==> config.mk <==
export PLATFORM = sky130hd
export DESIGN_NAME = svpwm_div
export DESIGN_NICKNAME = d
export VERILOG_FILES = /design/src/rtl/assert_macros.svh /design/src/rtl/svpwm_div.sv
export SDC_FILE = /design/constraint.sdc
export NUM_CORES = 2
export LEC_CHECK = 0
export ABC_AREA = 0
export BUFFER_PORTS_ARGS = -buffer_cell sky130_fd_sc_hd__buf_4
export CORE_MARGIN = 2
export CORE_UTILIZATION = 64
export CTS_BUF_LIST = sky130_fd_sc_hd__clkbuf_4 sky130_fd_sc_hd__clkbuf_8 sky130_fd_sc_hd__clkbuf_16
export CTS_CLUSTER_SIZE = 12
export DETAILED_ROUTE_END_ITERATION = 8
export PLACE_DENSITY = 0.89
export SETUP_SLACK_MARGIN = 0.02
export SYNTH_ARGS = -nofsm -noshare
export SYNTH_HDL_FRONTEND = slang
export SYNTH_SLANG_ARGS = --single-unit
==> constraint.sdc <==
create_clock -name clk -period 4.19 [get_ports clk]
set_input_delay 0 -clock clk [delete_from_list [all_inputs] [get_ports clk]]
set_output_delay 0 -clock clk [all_outputs]
set_load 0.01 [all_outputs]
==> src/rtl/assert_macros.svh <==
// Assertion helpers used by the duty calculator RTL.
`ifndef ASSERT_MACROS_SVH
`define ASSERT_MACROS_SVH

// Checks a property on every rising clock edge outside of reset.
`define SVPWM_ASSERT(lbl, prop, msg) \
  lbl: assert property (@(posedge clk) disable iff (!rst_n) (prop)) else $error(msg);

// Checks an implication from one cycle to the next, outside of reset.
`define SVPWM_ASSERT_NEXT(lbl, cond, prop, msg) \
  lbl: assert property (@(posedge clk) disable iff (!rst_n) (cond) |=> (prop)) else $error(msg);

`endif

==> src/rtl/svpwm_div.sv <==
// Pipelined restoring divider: two numerators over one shared divisor,
// one quotient bit per stage. The quotient must fit in QW bits.
module svpwm_div #(
  parameter int NW = 46,
  parameter int DW = 29,
  parameter int QW = 18,
  parameter int SW = 40
) (
  input  logic          clk,
  input  logic          rst_n,
  input  logic          en,
  input  logic          in_vld,
  input  logic [NW-1:0] n1,
  input  logic [NW-1:0] n2,
  input  logic [DW-1:0] d,
  input  logic [SW-1:0] side_i,
  output logic          out_vld,
  output logic [QW-1:0] q1,
  output logic [QW-1:0] q2,
  output logic [SW-1:0] side_o
);

  logic          vld_r [QW];
  logic [DW-1:0] r1_r  [QW];
  logic [DW-1:0] r2_r  [QW];
  logic [QW-1:0] w1_r  [QW];
  logic [QW-1:0] w2_r  [QW];
  logic [DW-1:0] d_r   [QW];
  logic [SW-1:0] s_r   [QW];

  for (genvar i = 0; i < QW; i++) begin : g_stage
    logic          v_in;
    logic [DW-1:0] r1_in, r2_in, d_in;
    logic [QW-1:0] w1_in, w2_in;
    logic [SW-1:0] s_in;
    logic [DW:0]   rs1, rs2;
    logic          ge1, ge2;

    // The first stage loads the high numerator bits as partial remainder.
    if (i == 0) begin : g_first
      assign v_in  = in_vld;
      assign r1_in = DW'(n1 >> QW);
      assign r2_in = DW'(n2 >> QW);
      assign w1_in = n1[QW-1:0];
      assign w2_in = n2[QW-1:0];
      assign d_in  = d;
      assign s_in  = side_i;
    end else begin : g_next
      assign v_in  = vld_r[i-1];
      assign r1_in = r1_r[i-1];
      assign r2_in = r2_r[i-1];
      assign w1_in = w1_r[i-1];
      assign w2_in = w2_r[i-1];
      assign d_in  = d_r[i-1];
      assign s_in  = s_r[i-1];
    end

    // Shift in the next numerator bit and try one subtraction.
    assign rs1 = {r1_in, w1_in[QW-1]};
    assign rs2 = {r2_in, w2_in[QW-1]};
    assign ge1 = rs1 >= {1'b0, d_in};
    assign ge2 = rs2 >= {1'b0, d_in};

    always_ff @(posedge clk) begin
      if (!rst_n) begin
        vld_r[i] <= 1'b0;
      end else if (en) begin
        vld_r[i] <= v_in;
      end
    end

    always_ff @(posedge clk) begin
      if (en) begin
        r1_r[i] <= ge1 ? DW'(rs1 - {1'b0, d_in}) : rs1[DW-1:0];
        r2_r[i] <= ge2 ? DW'(rs2 - {1'b0, d_in}) : rs2[DW-1:0];
        w1_r[i] <= {w1_in[QW-2:0], ge1};
        w2_r[i] <= {w2_in[QW-2:0], ge2};
        d_r[i]  <= d_in;
        s_r[i]  <= s_in;
      end
    end
  end

  assign out_vld = vld_r[QW-1];
  assign q1      = w1_r[QW-1];
  assign q2      = w2_r[QW-1];
  assign side_o  = s_r[QW-1];

endmodule

==> run metrics, run 1 <==
HPWL after detailed placement 315,000 µm; GRT Util Overall 0.486; largest net degree at the start of global routing 187; Starting Density 0.642; GP Congestion 0.997; area leader, netlist edfxtp_1; die height 484 µm; main combinational cell family by area after synthesis compound AO/OA/AOI/OAI gates; post-synthesis compound-gate area fraction 0.129; Post-synth EDFFs 2,864; Die Wd 484 µm; Stop stage 5_1_grt; Ports between 200 and 250; top_reg_cell synth edfxtp_1; Yosys top cell area share 0.583; Gate Count Post-Synth approximately 12k; Seq/Total Area, Yosys 0.583; root buf cell clkbuf_16; Ys Warns 0; Post-Synth Simple-Gate Area 0.0768; Async SR Flop Fraction 0; syn_area_per_cell 12.6 µm²; remaining global-route overflow 3; Seq cells post-synth 2,865; post-synthesis adder-cell area fraction 0.0932; Num CTS Buffers 317; mux cell area share after synthesis 0.0411; Post-Syn Area 148,000 µm²; GRT repair_timing worst endpoint r2_r[2][25]$_DFFE_PP_/D; syn_nets 13.0k; status aborted with a tool error; Synth Area in XOR/XNOR 0.0494; first error message [ERROR GRT-0232] Routing congestion too high. Check the congestion heatmap in the GUI.; Unique masters post-synth 91; row cnt approximately 180; worst endpoint type register input; Synth area leaders edfxtp_1 (58%), ha_1 (8.9%), mux2_2 (3.9%); CTS max path bufs 4; Area after DPL 156,000 µm²; I/O Buffers approximately 240; Max H-tree Level 5; # clock sinks 2,865
-- synthesized netlist by cell type (170+ instances only) --
library cell	number
nor2_1	568
edfxtp_1	2864
mux2_2	505
a21o_1	533
ha_1	1044
a21oi_1	873
nand3_1	170
o21ai_0	723
inv_1	800
xnor2_1	513
nand2_1	737
xor2_1	319
-- routing by layer --
| metal | overflow | track usage |
|---|---|---|
| met1 | 0 | 0.521 |
| met2 | 1 | 0.706 |
| met3 | 1 | 0.258 |
| met4 | 1 | 0.368 |
| met5 | 0 | 0.173 |
-- cells by family after synthesis --
logic type                 Yosys count
xor gates and xnor gates           832
DFF                               2865
AOI/OAI and AO/OA                 3025
muxes                              543
and+or+nand+nor                   2364
adders and majority gates         1078
buffers and inverters             1045
-- metrics by stage --
| step | instances | setup slack, ps |
|---|---|---|
| CTS | 15948 | 30.4 |
| detailed placement | 15109 | -238 |
| global placement | 15109 | -64.7 |
| floorplan | 11752 | 547 |
-- timing repair --
action | 4_1_cts
gates resized for setup | 40
pin swaps | 3
hold endpoints to repair | 384
hold buffers | 355
setup buffers | 4
setup endpoints to repair | 232
==> run 2: changes to the inputs <==
CORE_UTILIZATION = 40   (was 64)
CTS_BUF_LIST = not set   (was sky130_fd_sc_hd__clkbuf_4 sky130_fd_sc_hd__clkbuf_8 sky130_fd_sc_hd__clkbuf_16)
CTS_CLUSTER_SIZE = not set   (was 12)
PLACE_DENSITY = not set   (was 0.89)
PLACE_DENSITY_LB_ADDON = 0.15   (was not set)
SETUP_SLACK_MARGIN = not set   (was 0.02)
==> run 2 against run 1 <==
The flow now finishes, with violations (capacitance limit, slew limit). Synthesized cell count is the same. Area after synthesis is the same.
==> run metrics, run 2 <==
cell chain of the critical path buf_4, ha_2, inv_1, fa_2, a21oi_4, o211ai_1, nand2_1, o211ai_1, a311oi_2, buf_4, o21ai_1, buf_4, nor3_1, o31ai_1, a211o_2, buf_12, mux2_2; Clock Skews 77.5 ps; Max H-tree Level 5 (unchanged); final setup violation count 0; Max-Cap Viols 2; FF-to-FF Start d_r[12][0]; status finished with violations; Post-Place Setup Slack -168 ps (+70.7 ps); slowest CP cell o211ai_1; drt via density 5.35; Num CTS Buffers 328 (+3.5%); commonest non-fill, non-tap cell in the layout edfxtp_1; row cnt 223 (+27%); initial antenna violation count 5; HPWL after detailed placement 315,000 µm (about the same); DR WL/cell 22.8 µm; startpoint types flip-flop; Nets 14.1k; critical path endpoint category flip-flop; max incr delay on CP around 520 ps; Final min period 4110 ps; antenna viol nets, final 0; largest reg by FF count s_r; Core ar. 368,000 µm²; Starting Density 0.401 (-0.241); Post-synth EDFFs 2,864 (unchanged); vias in the first global route 96.8k; die height 611 µm (+26%); fin cells 18.0k; worst-margin pin slew 1530 ps; area leader, netlist edfxtp_1; syn_nets 13.0k (unchanged); crit path kind flip-flop to flip-flop; largest net degree at the start of global routing around 170; sw frac 0.371; synth cell count leaders edfxtp_1 (2,864), ha_1 (1,044), a21oi_1 (873); clock-pin slew on the worst setup and hold paths 60 ps; Synth area leaders edfxtp_1 (58%), ha_1 (8.9%), mux2_2 (3.9%); number of remaining DRC errors 0; Post-Route WL 410,000 µm; DR pass1 iterations 6; remaining global-route overflow 0; slew margin rel. -0.0433; Layout area overhead 17.4%; Sequential Power Share 0.348; final worst slack 80.7 ps; Yosys top cell area share 0.583 (unchanged); Worst Setup SP d_r[12][0]; dpl cells 17.0k (+13%); HP Class input pin to flip-flop; Final period util 0.981; total chip power 134 mW; Gate Count Post-Synth 11.8k (unchanged); DRT iter0 DRCs just over 7k; RSZ-0062 raised after global routing yes; GP Congestion 0.921 (-7.7%); Post-Syn Area 148,000 µm² (unchanged); Seq/Total Area, Yosys 0.583 (unchanged); failing checks capacitance limit, slew limit; Peak Freq 243 MHz; Slew Limit Fails 4; Switching Power 49.7 mW; most common cell in the netlist edfxtp_1; hold path start n2[30]; I/O Buffers 241 (unchanged); Async SR Flop Fraction 0 (unchanged); Hold Vio Cnt, Final 0; clk_lat worst skew 960 ps; CP Data Required Time slightly below 5000 ps; GRT Util Overall 0.213; Die Wd 611 µm (+26%); # clock sinks 2,865 (unchanged); global-route wire length before repair 606,000 µm; Ports 242 (unchanged); Seq cells post-synth 2,865 (unchanged); share of cells above drive strength 1 0.139; CTS tree built; most frequent cells in the layout edfxtp_1 (2,864), ha_1 (1,042), a21oi_1 (863); number of flip-flops in the largest register 720; maximum vdd ir drop 0.000394 V; Ys Warns 0 (unchanged); Vias 96.3k; PD cells roughly 770 nW/µm²; Arrival @ worst endpoint 4740 ps; CP max FO 15; CTS max path bufs 4 (unchanged); combinational power share 0.441; Unique masters post-synth 91 (unchanged); crit-path most repeated cell buf_4; syn_area_per_cell 12.6 µm² (unchanged); root buf cell clkbuf_16; Clk pwr share 0.210; Lkg Pwr 68.6 nW; die footprint 374,000 µm²; top_reg_cell synth edfxtp_1; Pint 84.2 mW
run 2: cell counts after synthesis:
No cell type changed its count.
run 2: cell type report:
class / instances / area [µm²]
Fill cell: 32582 / 195000
Sequential cell: 2865 / 86000
Multi-Input combinational cell: 7844 / 57900
Timing Repair Buffer: 1059 / 9650
Clock buffer: 393 / 8470
Tap cell: 4837 / 6050
Inverter: 801 / 3010
Clock inverter: 202 / 2100
Antenna cell: 3 / 7.51
run 2: power groups by stage:
stage / sequential (mW) / clock, mW / combinational (mW)
floorplan: 43.8 / 0 / 40.8
global placement: 47.5 / 0 / 56.8
detailed placement: 47.3 / 0 / 57.3
CTS: 46.8 / 29.2 / 58.1
global route: 47.2 / 30.3 / 65.1
finish: 46.7 / 28.2 / 59.1
run 2: timing repair:
action                                  4_1_cts  5_1_grt
gates resized for setup                       6       63
endpoints found under the setup margin       54      407
pin swaps                                     2       25
cloned                                        0        5
setup buffers                                 0       20
hold buffers                                360        0
endpoints found under the hold margin       409        0
run 2: worst paths after layout:
check                                     to  slack [ps]  cells past startpoint
worst max-delay path            r2_r[13][10]          80                     17
worst min-delay path             r2_r[0][13]          90                      4
worst max register to register  r2_r[13][10]          80                     17
worst min register to register    s_r[4][33]         380                      0
run 2: kinds of logic (layout without fill, tap and decap cells):
family,count (synthesis),after routing,share of synthesized area
AOI/OAI and AO/OA,3025,3027,0.129
adders and majority gates,1078,1078,0.0932
other,0,3,0
DFF,2865,2865,0.583
xor gates and xnor gates,832,832,0.0494
buffers and inverters,1045,2455,0.0273
muxes,543,543,0.0411
and+or+nand+nor,2364,2364,0.0768
run 2: layer usage:
metal  wire [µm]  GRT usage  vias up  share of wire
li1            -          -    46562              -
met1      180000      0.280    46906           0.44
met2      196000      0.360     2162           0.48
met3       16400     0.0255      643          0.040
met4       17600     0.0828        0          0.043
met5           0          0        -              0
run 2: through the flow:
step	cell area [µm²]	hold slack, ps	util	TNS [ps]
2_1_floorplan	148000	98.9	-	0
3_3_place_gp	159000	178	0.431	-2930
3_5_place_dp	159000	179	0.431	-2120
4_1_cts	173000	0.113	0.469	0
5_1_grt	173000	70.3	0.471	-798
6_report	173000	89.4	0.471	0
run 2: critical path, delay by kind of cell, from the launching register on:
family	cells	cell delay, ps
buffers and inverters	5	780
AND/OR/NAND/NOR	2	160
AO/OA/AOI/OAI	7	1600
adder cells (fa/ha/maj)	2	430
flip-flops	1	460
multiplexers	1	360
No activity file was read; power rests on OpenSTA's default activity.
